==> config.mk <==
export PLATFORM = sky130hd
export DESIGN_NAME = sid_to_decimal_text_core
export DESIGN_NICKNAME = d
export VERILOG_FILES = /design/src/rtl/sdt_pkg.sv /design/src/rtl/sdt_datapath.sv /design/src/rtl/sdt_ctrl.sv /design/src/rtl/sid_to_decimal_text_core.sv
export SDC_FILE = /design/constraint.sdc
export NUM_CORES = 1
export LEC_CHECK = 0
export BUFFER_PORTS_ARGS = -buffer_cell sky130_fd_sc_hd__buf_2
export CORE_MARGIN = 2
export CORE_UTILIZATION = 55
export CTS_BUF_LIST = sky130_fd_sc_hd__clkbuf_4 sky130_fd_sc_hd__clkbuf_8
export DETAILED_ROUTE_END_ITERATION = 7
export GPL_ROUTABILITY_DRIVEN = 0
export PLACE_DENSITY = 0.84
export SYNTH_ARGS = -nofsm -noshare
export SYNTH_HDL_FRONTEND = slang
export SYNTH_SLANG_ARGS = --single-unit
export TNS_END_PERCENT = 100
==> constraint.sdc <==
create_clock -name clk -period 6.2 [get_ports clk]
set_input_delay 0.62 -clock clk [delete_from_list [all_inputs] [get_ports clk]]
set_output_delay 0.62 -clock clk [all_outputs]
set_load 0.03 [all_outputs]
==> src/rtl/sdt_pkg.sv <==
// ----------------------------------------------------------------------------
// sdt_pkg
// Shared types, character codes and the BCD shift step for the
// identifier-to-text formatter.
// ----------------------------------------------------------------------------
package sdt_pkg;

	localparam int MAX_SUBS_DEF = 16;

	localparam int BIN_W      = 48;
	localparam int BCD_DIGITS = 15;
	localparam int BCD_W      = 4 * BCD_DIGITS;
	localparam int IDX_W      = 4;
	localparam int STEP_W     = 5;

	localparam logic [STEP_W-1:0] REV_STEPS  = 5'd4;
	localparam logic [STEP_W-1:0] AUTH_STEPS = 5'd24;
	localparam logic [STEP_W-1:0] SUB_STEPS  = 5'd16;

	localparam logic [7:0] CH_S    = 8'h53;
	localparam logic [7:0] CH_DASH = 8'h2D;
	localparam logic [7:0] CH_ZERO = 8'h30;
	localparam logic [7:0] CH_NINE = 8'h39;
	localparam logic [7:0] CH_NONE = 8'h00;

	typedef enum logic {
		ITEM_HDR = 1'b0,
		ITEM_SUB = 1'b1
	} item_cmd_t;

	typedef enum logic [1:0] {
		PH_REV,
		PH_AUTH,
		PH_SUB
	} phase_t;

	typedef enum logic [1:0] {
		SEL_S,
		SEL_DASH,
		SEL_DIGIT,
		SEL_ERR
	} char_sel_t;

	typedef enum logic [2:0] {
		ST_IDLE,
		ST_ERR,
		ST_LEAD_S,
		ST_DASH,
		ST_LOAD,
		ST_CONV,
		ST_COUNT,
		ST_EMIT
	} state_t;

	typedef struct packed {
		logic      capture;
		logic      load;
		logic      step;
		logic      count;
		logic      put;
		char_sel_t sel;
		logic      last;
		logic      advance;
		phase_t    phase;
	} dp_cmd_t;

	typedef struct packed {
		logic out_free;
		logic conv_done;
		logic idx_zero;
	} dp_status_t;

	function automatic logic [BCD_W-1:0] bcd_shift(input logic [BCD_W-1:0] bcd,
			input logic bit_in);
		logic [BCD_W-1:0] adj;
		adj = bcd;
		for (int i = 0; i < BCD_DIGITS; i++) begin
			if (adj[4*i +: 4] >= 4'd5) begin
				adj[4*i +: 4] = adj[4*i +: 4] + 4'd3;
			end
		end
		return {adj[BCD_W-2:0], bit_in};
	endfunction

endpackage

==> src/rtl/sdt_datapath.sv <==
// ----------------------------------------------------------------------------
// sdt_datapath
// Operand capture, two-bit-per-cycle binary to BCD conversion, top digit
// search and the output character register.
// ----------------------------------------------------------------------------
module sdt_datapath
	import sdt_pkg::*;
(
	input  logic              clk,
	input  logic              arst_n,
	input  dp_cmd_t           dp_cmd,
	output dp_status_t        dp_status,
	input  logic [7:0]        revision,
	input  logic [BIN_W-1:0]  authority,
	input  logic [31:0]       sub_value,
	output logic              char_valid,
	input  logic              char_stall,
	output logic [7:0]        char_code,
	output logic              last,
	output logic              error
);

	logic [7:0]        rev_q;
	logic [BIN_W-1:0]  auth_q;
	logic [31:0]       sub_q;
	logic [BIN_W-1:0]  bin_q;
	logic [BCD_W-1:0]  bcd_q;
	logic [STEP_W-1:0] step_cnt_q;
	logic [IDX_W-1:0]  idx_q;
	logic [IDX_W-1:0]  top_idx;
	logic [7:0]        digit_char;
	logic [7:0]        char_next;
	logic              char_valid_q;
	logic [7:0]        char_code_q;
	logic              last_q;
	logic              error_q;

	always_ff @(posedge clk) begin
		if (dp_cmd.capture) begin
			rev_q  <= revision;
			auth_q <= authority;
			sub_q  <= sub_value;
		end
	end

	always_ff @(posedge clk or negedge arst_n) begin
		if (!arst_n) begin
			step_cnt_q <= '0;
		end else if (dp_cmd.load) begin
			unique case (dp_cmd.phase)
				PH_REV:  step_cnt_q <= REV_STEPS;
				PH_AUTH: step_cnt_q <= AUTH_STEPS;
				default: step_cnt_q <= SUB_STEPS;
			endcase
		end else if (dp_cmd.step) begin
			step_cnt_q <= step_cnt_q - 5'd1;
		end
	end

	always_ff @(posedge clk) begin
		if (dp_cmd.load) begin
			bcd_q <= '0;
			unique case (dp_cmd.phase)
				PH_REV:  bin_q <= {rev_q, 40'd0};
				PH_AUTH: bin_q <= auth_q;
				default: bin_q <= {sub_q, 16'd0};
			endcase
		end else if (dp_cmd.step) begin
			bcd_q <= bcd_shift(bcd_shift(bcd_q, bin_q[BIN_W-1]), bin_q[BIN_W-2]);
			bin_q <= {bin_q[BIN_W-3:0], 2'b00};
		end
	end

	always_comb begin
		top_idx = '0;
		for (int i = 0; i < BCD_DIGITS; i++) begin
			if (bcd_q[4*i +: 4] != 4'd0) begin
				top_idx = IDX_W'(i);
			end
		end
	end

	always_ff @(posedge clk) begin
		if (dp_cmd.count) begin
			idx_q <= top_idx;
		end else if (dp_cmd.advance) begin
			idx_q <= idx_q - 4'd1;
		end
	end

	assign digit_char = CH_ZERO + {4'd0, bcd_q[{idx_q, 2'b00} +: 4]};

	always_comb begin
		unique case (dp_cmd.sel)
			SEL_S:     char_next = CH_S;
			SEL_DASH:  char_next = CH_DASH;
			SEL_DIGIT: char_next = digit_char;
			default:   char_next = CH_NONE;
		endcase
	end

	always_ff @(posedge clk or negedge arst_n) begin
		if (!arst_n) begin
			char_valid_q <= 1'b0;
		end else if (dp_cmd.put) begin
			char_valid_q <= 1'b1;
		end else if (!char_stall) begin
			char_valid_q <= 1'b0;
		end
	end

	always_ff @(posedge clk) begin
		if (dp_cmd.put) begin
			char_code_q <= char_next;
			last_q      <= dp_cmd.last || (dp_cmd.sel == SEL_ERR);
			error_q     <= (dp_cmd.sel == SEL_ERR);
		end
	end

	assign dp_status.out_free  = !char_valid_q || !char_stall;
	assign dp_status.conv_done = (step_cnt_q == '0);
	assign dp_status.idx_zero  = (idx_q == '0);

	assign char_valid = char_valid_q;
	assign char_code  = char_code_q;
	assign last       = last_q;
	assign error      = error_q;

endmodule

==> src/rtl/sdt_ctrl.sv <==
// ----------------------------------------------------------------------------
// sdt_ctrl
// Sequencer: checks each item against MAX_SUBS or the pending count, then
// walks the character sequence and drives the datapath commands.
// ----------------------------------------------------------------------------
module sdt_ctrl
	import sdt_pkg::*;
#(
	parameter int MAX_SUBS = MAX_SUBS_DEF
) (
	input  logic       clk,
	input  logic       arst_n,
	input  logic       item_valid,
	output logic       item_stall,
	input  logic       cmd,
	input  logic [7:0] sub_count,
	output dp_cmd_t    dp_cmd,
	input  dp_status_t dp_status
);

	state_t     state_q, state_d;
	phase_t     phase_q, phase_d;
	logic [7:0] pending_q, pending_d;
	logic       final_q, final_d;

	always_ff @(posedge clk or negedge arst_n) begin
		if (!arst_n) begin
			state_q   <= ST_IDLE;
			phase_q   <= PH_REV;
			pending_q <= '0;
			final_q   <= 1'b0;
		end else begin
			state_q   <= state_d;
			phase_q   <= phase_d;
			pending_q <= pending_d;
			final_q   <= final_d;
		end
	end

	always_comb begin
		state_d    = state_q;
		phase_d    = phase_q;
		pending_d  = pending_q;
		final_d    = final_q;
		item_stall = (state_q != ST_IDLE);
		dp_cmd     = '0;
		dp_cmd.sel   = SEL_DIGIT;
		dp_cmd.phase = phase_q;

		unique case (state_q)
			ST_IDLE: begin
				if (item_valid) begin
					dp_cmd.capture = 1'b1;
					if (cmd == ITEM_HDR) begin
						if (sub_count > 8'(MAX_SUBS)) begin
							pending_d = '0;
							state_d   = ST_ERR;
						end else begin
							pending_d = sub_count;
							final_d   = (sub_count == 8'd0);
							phase_d   = PH_REV;
							state_d   = ST_LEAD_S;
						end
					end else if (pending_q == 8'd0) begin
						state_d = ST_ERR;
					end else begin
						pending_d = pending_q - 8'd1;
						final_d   = (pending_q == 8'd1);
						phase_d   = PH_SUB;
						state_d   = ST_DASH;
					end
				end
			end
			ST_ERR: begin
				dp_cmd.sel = SEL_ERR;
				if (dp_status.out_free) begin
					dp_cmd.put = 1'b1;
					state_d    = ST_IDLE;
				end
			end
			ST_LEAD_S: begin
				dp_cmd.sel = SEL_S;
				if (dp_status.out_free) begin
					dp_cmd.put = 1'b1;
					state_d    = ST_DASH;
				end
			end
			ST_DASH: begin
				dp_cmd.sel = SEL_DASH;
				if (dp_status.out_free) begin
					dp_cmd.put = 1'b1;
					state_d    = ST_LOAD;
				end
			end
			ST_LOAD: begin
				dp_cmd.load = 1'b1;
				state_d     = ST_CONV;
			end
			ST_CONV: begin
				if (dp_status.conv_done) begin
					state_d = ST_COUNT;
				end else begin
					dp_cmd.step = 1'b1;
				end
			end
			ST_COUNT: begin
				dp_cmd.count = 1'b1;
				state_d      = ST_EMIT;
			end
			ST_EMIT: begin
				dp_cmd.sel  = SEL_DIGIT;
				dp_cmd.last = final_q && (phase_q != PH_REV) && dp_status.idx_zero;
				if (dp_status.out_free) begin
					dp_cmd.put     = 1'b1;
					dp_cmd.advance = 1'b1;
					if (dp_status.idx_zero) begin
						if (phase_q == PH_REV) begin
							phase_d = PH_AUTH;
							state_d = ST_DASH;
						end else begin
							state_d = ST_IDLE;
						end
					end
				end
			end
			default: begin
				state_d = ST_IDLE;
			end
		endcase
	end

endmodule

==> src/rtl/sid_to_decimal_text_core.sv <==
// ----------------------------------------------------------------------------
// sid_to_decimal_text_core
// Formats a security identifier as "S-R-A-s1-s2-..." text, one ASCII
// character per output beat.
//
//   channel | handshake              | payload
//   --------+------------------------+-------------------------------------
//   item    | item_valid/item_stall  | cmd revision authority sub_count
//           |                        | sub_value
//   char    | char_valid/char_stall  | char_code last error
//
// A header item converts the revision and then the 48-bit authority, the
// latter with a 24-step BCD shift. A sub-authority item uses a 16-step
// conversion. An error item emits only the error character.
// Reset is asynchronous and empties the output register and pending count.
// A stalled output holds the sequencer; item_stall stays high until the
// last character of the current item has been loaded.
// ----------------------------------------------------------------------------
module sid_to_decimal_text_core
	import sdt_pkg::*;
#(
	parameter int MAX_SUBS = MAX_SUBS_DEF
) (
	input  logic        clk,
	input  logic        arst_n,
	input  logic        item_valid,
	output logic        item_stall,
	input  logic        cmd,
	input  logic [7:0]  revision,
	input  logic [47:0] authority,
	input  logic [7:0]  sub_count,
	input  logic [31:0] sub_value,
	output logic        char_valid,
	input  logic        char_stall,
	output logic [7:0]  char_code,
	output logic        last,
	output logic        error
);

	dp_cmd_t    dp_cmd;
	dp_status_t dp_status;

	sdt_ctrl #(
		.MAX_SUBS (MAX_SUBS)
	) u_ctrl (
		.clk        (clk),
		.arst_n     (arst_n),
		.item_valid (item_valid),
		.item_stall (item_stall),
		.cmd        (cmd),
		.sub_count  (sub_count),
		.dp_cmd     (dp_cmd),
		.dp_status  (dp_status)
	);

	sdt_datapath u_datapath (
		.clk        (clk),
		.arst_n     (arst_n),
		.dp_cmd     (dp_cmd),
		.dp_status  (dp_status),
		.revision   (revision),
		.authority  (authority),
		.sub_value  (sub_value),
		.char_valid (char_valid),
		.char_stall (char_stall),
		.char_code  (char_code),
		.last       (last),
		.error      (error)
	);

endmodule

==> run summary, run 1 <==
The synthesized design devotes to its leading area cell type 36.4% of total area. The number of antenna violations at the first check in global routing was 0; the power after layout was 7.13 mW. The critical path data arrival time was 3.40 ns; the worst-path maximum fanout was 60.

The logic depth of the worst setup path including buffers was 9. After detailed routing, the average wire length per cell comes to 16.1 um. Summed over all cells, the static leakage comes to 5.61 nW. Global routing used 21.4% of the available tracks across all layers. Once the floorplan was initialized, standard cells occupied 56.2% of the core. In this run the remaining antenna-violating nets after routing total 0. In this run, synthesis inferred 149 flip-flops with an integrated enable. The library cell with the largest summed area after synthesis was edfxtp_1. The flow ran to the end, and the final reports show no timing, DRC or antenna violations.

The first-pass iteration count of the detailed router is 5. The routed layout has 9174 vias. The final antenna diode count was 0. The sort of element at the start of the critical path was a register. For the final database, setup skew stands at 0.0138 ns. Measured along the x axis, the die boundary spans 154 um. The total of max-cap violations is 0. The tools report the total count of max-transition violations in the final report as 0.

The floorplan step defined a die boundary enclosing 23600 um^2. Counting the buffers created by CTS gives 38. Counting every sink on the clock net gives 229.

In the routed design, unresolved DRC markers number 0. The tools report the achievable clock frequency as 0.336 GHz. TritonCTS built the clock tree. In this run, post-CTS repair resized a total of 0 instances. In the synthesized netlist the async set-or-reset flop fraction comes to 8.73%. Buffer and inverter count on the worst path: 3.

The smallest hold slack was 0.0326 ns. Among all flip-flop cells after synthesis, the most frequent one is edfxtp_1. In the synthesized netlist, the cells that appear most often are 153 x nand2_1, 149 x edfxtp_1, 92 x o21ai_0.

The run gives 0 ns as the setup TNS after final layout. The logs give 8970 for the via count of the first global-routing pass and 63.0% for the utilization of the core after routing. After clock tree synthesis, the setup repair step added 0 buffers. The clock slew at the register clock pins of the worst setup and hold paths works out to 0.06 ns. The total number of H-tree levels was 2; the synthesized flop and latch total was 229.

For this design, the CTS-stage hold fixing added 0 buffers. The tools report the capturing element type of the critical path as a register. For the pin with the worst max-slew slack, the measured transition is 1.03 ns. The run gives 73 as the maximum number of pins on one net before global-route repair. From synthesis to final layout, the design area changed by 12.2%. Yosys instantiated no cell more often than nand2_1. For the final-report hold violation count, the log shows 0.

The wire length of the first global-routing pass was 42100 um. Sorting the synthesized cells by area gives the leading types as edfxtp_1 36%, dfxtp_1 9.8%, ha_1 7.3%, nand2_1 4.7%, dfrtp_1 4.1%. After the first detailed-routing iteration, the DRC count stood at 652. Grouping stages by cell kind, the critical path spends the most delay in buffers and inverters. For the number of setup violations in the final report, the log shows 0. The Yosys step of the flow raised 0 warnings. For the worst setup path, the data required time is 6.63 ns.

The tightest slew margin relative to the limit came out at 31.4%. The critical path goes through inv_1, ha_1, nor4b_2, nand2_1, nand2_1, inv_2, buf_4, o21ai_0, a22o_1. The part of the Yosys area used for sequential elements was 50.2%.

The longest clock path from root to sink contains 3 buffers. For the worst-skew pair, the clock arrives at the later sink with an insertion delay of 0.54 ns. Synthesis produced a netlist whose cell count is 1181. Synthesized area per cell: 10.4 um^2. The worst-case reg-to-reg path depth is 9. Port buffering added 111 buffers. The wire-length estimate of the detail-placed layout is 17600 um. Dividing the detail-routed via count by the number of cells gives 5.75. For this run, the post-layout net count is 1460.

For this run the aggregate overflow at the end of global routing stands at 0. In this design, the critical path's most frequently occurring cell is nand2_1. Across the VDD grid, the largest voltage drop is 0.000340 V. The floorplan step set the die height to 154 um. Cell at the root of the clock tree: clkbuf_8. The delay of the slowest cell on the worst path came out at 0.64 ns.

The post-synthesis net count is 1354, and the number of different library cells in the post-synthesis netlist is 62. For the summed instance area of the synthesized netlist, the log shows 12300 um^2. The power density normalized to cell area is 517 nW/um^2.

The core region is 21900 um^2. Slowest stage cell on the critical path: buf_4. The final layout contains routed wiring with a total length of 25700 um. In this run the count of I/O pins placed on the die edge is 113. In the final layout, the share of cells above drive strength 1 is 18.8%.

Path type of the worst min-delay path: primary input to asynchronous set/reset pin. In the finished design, the share of the clock period the worst path needs comes to 47.9%. The worst setup path is of the register to register kind.

For the finished layout, the period the worst path requires is 2.97 ns. Setup repair after global routing left no endpoint under its margin. Row generation in the floorplan step produced 54 rows.
where the power goes:
group	switching (mW)	total (mW)	leakage [nW]	internal [mW]
Sequential	0.385	2.59	2.09	2.20
Clock	0.616	1.33	0.403	0.709
Combinational	1.88	3.22	3.11	1.34
Total	2.88	7.13	5.61	4.26
area by class of cell:
type	instances	area [um^2]
Fill cell	1736	8100
Sequential cell	229	6180
Multi-Input combinational cell	823	5620
Clock buffer	58	679
Timing Repair Buffer	117	601
Tap cell	280	350
Inverter	78	293
Clock inverter	11	73.8
registers in the layout (all words and copies together), names as in the netlist:
register,count
u_datapath.char_valid,1
u_datapath.sub_q,32
u_ctrl.final_q,1
u_datapath.step_cnt_q,5
u_ctrl.state_q,3
u_datapath.error,1
u_datapath.bcd_q,60
u_ctrl.pending_q,8
u_datapath.auth_q,48
u_ctrl.phase_q,2
u_datapath.bin_q,48
u_datapath.char_code,7
u_datapath.idx_q,4
u_datapath.last,1
u_datapath.rev_q,8
final timing paths:
path | start | end | slack [ns]
max in group asynchronous | arst_n | u_ctrl.pending_q[1] | 5.84
setup / recovery | u_datapath.step_cnt_q[0] | u_datapath.step_cnt_q[4] | 3.23
hold / removal | arst_n | u_ctrl.phase_q[0] | 0.03
setup reg to reg | u_datapath.step_cnt_q[0] | u_datapath.step_cnt_q[4] | 3.23
hold reg to reg | u_datapath.bin_q[46] | u_datapath.bcd_q[0] | 0.49
min in group clk | authority[36] | u_datapath.auth_q[36] | 0.25
kinds of logic (layout without fill, tap and decap cells):
group           Yosys count  after routing  synth area share (%)
simple gates            349            349                  13.4
compound gates          281            281                  13.6
flops                   229            229                  50.2
buf+inv                 129            264                  4.17
mux                      88             88                  8.88
fa+ha+maj                72             72                  7.33
xor+xnor                 32             32                  2.28
other cells               1              1                0.0305
cells in the final DEF, fill, tap and decap left out, types with 3 or more instances in the layout:
master    synthesis  layout
a21oi_1          68      68
and3_1            4       4
buf_2            11     111
o22ai_1          19      19
a22o_1            4       4
clkbuf_4          0      19
o221ai_1          3       3
nand3_1          40      40
dfxtp_1          60      60
edfxtp_1        149     149
xnor2_1          32      32
inv_1            78      77
nor3_1            9       9
nor2_1           54      54
buf_4             2       6
clkinv_1          0       4
nand2_1         153     153
or3_1             3       3
nand4_1           4       4
mux2i_1          45      45
nor2b_1          18      17
mux2_2           28      28
mux4_2           14      14
nor3b_1          26      26
nand2b_1         25      24
clkinv_2          0       3
ha_1             72      72
a31oi_1           4       4
dfrtp_1          20      20
o21ba_2          13      13
clkbuf_8          0      39
o21ai_1          30      30
o21ai_0          92      92
a22oi_1          28      28
stage by stage:
step	setup slack, ns	cell area (um^2)	std cells
2_1_floorplan	1.88	12300	1181
3_3_place_gp	3.35	13000	1527
3_5_place_dp	3.25	13000	1527
4_1_cts	3.23	13800	1596
5_1_grt	2.95	13800	1596
6_report	3.23	13800	1596
metal layers:
layer | wire, um | global-route usage [%] | up-vias | part of all wire (%)
met2 | 12500 | 36.5 | 318 | 49
met5 | 0 | 0 | - | 0
met1 | 10900 | 27.6 | 4343 | 42
met4 | 549 | 7.08 | 0 | 2.1
li1 | - | - | 4464 | -
met3 | 1680 | 4.17 | 49 | 6.6
(Power assumes the default switching activity.)
==> inputs of run 2 (changes only) <==
Settings changed: PLACE_DENSITY 0.84 to 0.87.
Clock period 6.2 ns to 2.39 ns, I/O delays scaled along.
==> run summary, run 2 (synthesized netlist as in run 1, its figures left out) <==
The via-per-instance ratio was 5.83 (was 5.75). Highest metal layer with signal wires: met4 (unchanged). The count of input and output buffers came out at 111 (unchanged). The maximum vdd drop is 0.000710 V (was 0.000340 V). For the detailed placement HPWL, the log shows 17500 um (was 17600 um). The leakage power is 6.17 nW (was 5.61 nW), and the cell count of the worst hold path is 3. The cell at the root of the clock tree is clkbuf_8 (unchanged).

The routed length on met2 is 15800 um (was 12500 um). The height of the die works out to 154 um (unchanged). The tools report the total CTS buffers as 36 (was 38). The tools report the worst flop-to-flop path startpoint as u_datapath.bcd_q[0] (was u_datapath.step_cnt_q[0]). Final-report hold violation count: 0 (unchanged). The final clock skew came out at 0.0228 ns (was 0.0138 ns). The logs give 0.0423 ns (was 3.25 ns) for the post-place setup slack and 1568 (was 1460) for the number of nets in the final layout. The flow ran to the end, and the final reports show no timing, DRC or antenna violations. The number of fillers in the final layout came out at 1490 (was 1736). The total clock sinks is 229 (unchanged), and the tightest slew margin relative to the limit is 63.3% (was 31.4%). Register-to-register path setup slack: 0.05 ns (was 3.23 ns). The worst-path maximum fanout works out to 4 (was 60). Wire length on met1: 12000 um (was 10900 um). The path type of the worst min-delay path is primary input to register (was primary input to asynchronous set/reset pin).

For the effective utilization at floorplan, the log shows 56.2% (unchanged). Required time at the worst-slack endpoint: 2.80 ns (was 6.63 ns). The sort of element at the start of the critical path was a register (unchanged). TritonCTS built the clock tree. Top library cells by usage in the layout, fill and taps aside: 153 x nand2_1, 149 x edfxtp_1, 111 x buf_2 (unchanged). The post-layout instance count excluding filler cells was 1703 (was 1596); the final antenna diode count was 0 (unchanged). The largest register by flop count was u_datapath.bcd_q (unchanged). Clock slew at the register clock pins of the worst setup and hold paths: 0.06 ns (about the same).

The least setup slack across all paths after layout is 0.0533 ns (was 3.23 ns). The capturing element type of the critical path is a register (unchanged). The layout cell share with drive strength beyond 1 is 21.6% (was 18.8%), and the average wire per standard cell is 18.3 um (was 16.1 um). The slowest stage cell on the critical path is dfxtp_1 (was buf_4). For the overall routed net length, the log shows 31100 um (was 25700 um). The most frequent standard cell in the layout excluding fill and tap cells is nand2_1 (unchanged).

The critical path class is register to register (unchanged). Number of antenna violations at the first check in global routing: 0 (unchanged). Floorplan die area: 23600 um^2 (unchanged).

Registers with the highest flip-flop counts: u_datapath.bcd_q: 60 flops, u_datapath.auth_q: 48 flops, u_datapath.bin_q: 48 flops (unchanged). For the number of vias after detailed routing, the log shows 9921 (was 9174). The cell row count was 54 (unchanged); the buffer and inverter count on the worst path was 3 (unchanged). The register area is 6180 um^2 (about the same).

The top cell family by delay on the critical path is compound AO/OA/AOI/OAI gates (was buffers and inverters). The initial detailed-routing violation count was 835 (was 652); the worst-case reg-to-reg path depth was 12 (was 9). The achievable clock frequency was 0.428 GHz (was 0.336 GHz); the global router's overall resource usage was 25.2% (was 21.4%).

The power density normalized to cell area was 1290 nW/um^2 (was 517 nW/um^2); the die boundary width was 154 um (unchanged). The cell total after placement came out at 1542 (was 1527). The logs give 9747 (was 8970) for the via count of the first global-routing pass and 0 (unchanged) for the post-route DRC violation count.

The first-pass iteration count of the detailed router is 5 (unchanged). The actual transition at the worst max-transition pin is 0.548 ns (was 1.03 ns), and the total of max-cap violations is 0 (unchanged). Setup repair after global routing could not meet its margin everywhere. The logs give 21900 um^2 (unchanged) for the placeable core region and 2220 um (was 1680 um) for the routed wire length on met3. The insertion delay to the later sink of the worst-skew pair came out at 0.55 ns (was 0.54 ns). The tools report the worst flop-to-flop path endpoint as u_datapath.bcd_q[6] (was u_datapath.step_cnt_q[4]). The run gives 0 (unchanged) as the total congestion overflow. The startpoint identified for the worst hold timing path is sub_count[1].

The number of top-level pins is 113 (unchanged). The maximum buffer depth of the clock tree came out at 3 (unchanged). The total count of max-transition violations in the final report is 0 (unchanged). The worst hold path terminates at u_ctrl.pending_q[1].

The maximum number of pins on one net before global-route repair was 89 (was 73); the setup TNS after final layout was 0 ns (unchanged). The utilization of the core after routing was 69.1% (was 63.0%). Chain of cells forming the critical path: inv_1, ha_1, nand2b_1, nor3b_2, a21oi_1, buf_4, inv_1, ha_1, nor2b_1, o21ba_2, mux2i_1, o21ai_0 (was inv_1, ha_1, nor4b_2, nand2_1, nand2_1, inv_2, buf_4, o21ai_0, a22o_1).

The total number of H-tree levels is 2 (unchanged). The number of setup violations in the final report was 0 (unchanged); the flip-flop count of the largest register, all copies and words added was 60 (unchanged). The wire length of the first global-routing pass was 48300 um (was 42100 um); the shortest clock period the worst path allows after layout was 2.34 ns (was 2.97 ns). The synthesis-to-layout area growth came out at 23.0% (was 12.2%). The combined area of the multi-input logic cells was 5810 um^2 (was 5620 um^2); the critical path data arrival time was 2.75 ns (was 3.40 ns). The delay of the slowest cell on the worst path is 0.34 ns (was 0.64 ns).

Part of the cycle the worst path needs: 97.8% (was 47.9%). The number of nets with antenna violations after detailed routing is 0 (unchanged).
-- run 2: cell types whose count changed in the layout (fill, tap and decap cells not counted), sizes merged --
cell         previous run  this run
buf                   117       136
bufinv                  0         1
clkbuf                 58        56
clkinvlp                1         0
dlygate4sd3             0        91
inv                    80        79
-- run 2: layout make-up --
class | count | area share, %
Multi-Input combinational cell | 823 | 38.4
Sequential cell | 229 | 40.9
Timing Repair Buffer | 227 | 11.4
Clock buffer | 56 | 4.52
Tap cell | 280 | 2.32
Clock inverter | 10 | 0.546
Inverter | 78 | 1.94
-- run 2: metrics by stage --
step	cell area [um^2]	hold WS [ns]	total power, mW
floorplan	12300	-0.0566	13.1
finish	15100	0.0421	19.5
detailed placement	13200	0.227	15.2
global placement	13200	0.222	14.7
CTS	14900	0.0147	18.9
global route	15100	0.0521	20.8
-- run 2: routing by layer --
metal  vias to the layer above  track usage [%]
li1                       4661                -
met1                      4717             30.8
met2                       456             44.6
met3                        87             4.51
met4                         0             9.44
met5                         -                0
-- run 2: worst reg2reg max path, delay by kind of cell (launching register included) --
kind | cells | cell delay (ns)
muxes | 1 | 0.21
adders and majority gates | 2 | 0.40
AOI/OAI and AO/OA | 3 | 0.51
DFF | 1 | 0.34
and+or+nand+nor | 3 | 0.40
buffers and inverters | 3 | 0.37
-- run 2: repair_timing --
action	CTS	global route
setup endpoints to repair	0	29
setup buffers	0	4
hold buffers	91	0
endpoints found under the hold margin	110	0
gates resized for setup	0	46
-- run 2: how the worst max path moves through the flow --
| stage | cells after the start | start | slack (ns) | endpoint |
|---|---|---|---|---|
| 6_report | 12 | u_datapath.bcd_q[0] | 0.05 | u_datapath.bcd_q[6] |
| 5_1_grt | 10 | u_datapath.bcd_q[53] | -0.06 | u_datapath.bcd_q[54] |
| 3_5_place_dp | 10 | u_datapath.bcd_q[1] | 0.04 | u_datapath.bcd_q[2] |
| 2_1_floorplan | 7 | u_ctrl.state_q[0] | -0.72 | u_ctrl.pending_q[4] |
| 4_1_cts | 10 | u_datapath.bcd_q[1] | 0.04 | u_datapath.bcd_q[2] |
| 3_3_place_gp | 10 | u_datapath.bcd_q[17] | 0.22 | u_datapath.bcd_q[18] |
-- run 2: where the power goes --
part	switching [mW]	internal, mW
combinational	5.34	3.98
sequential	0.933	5.71
clock	1.65	1.94
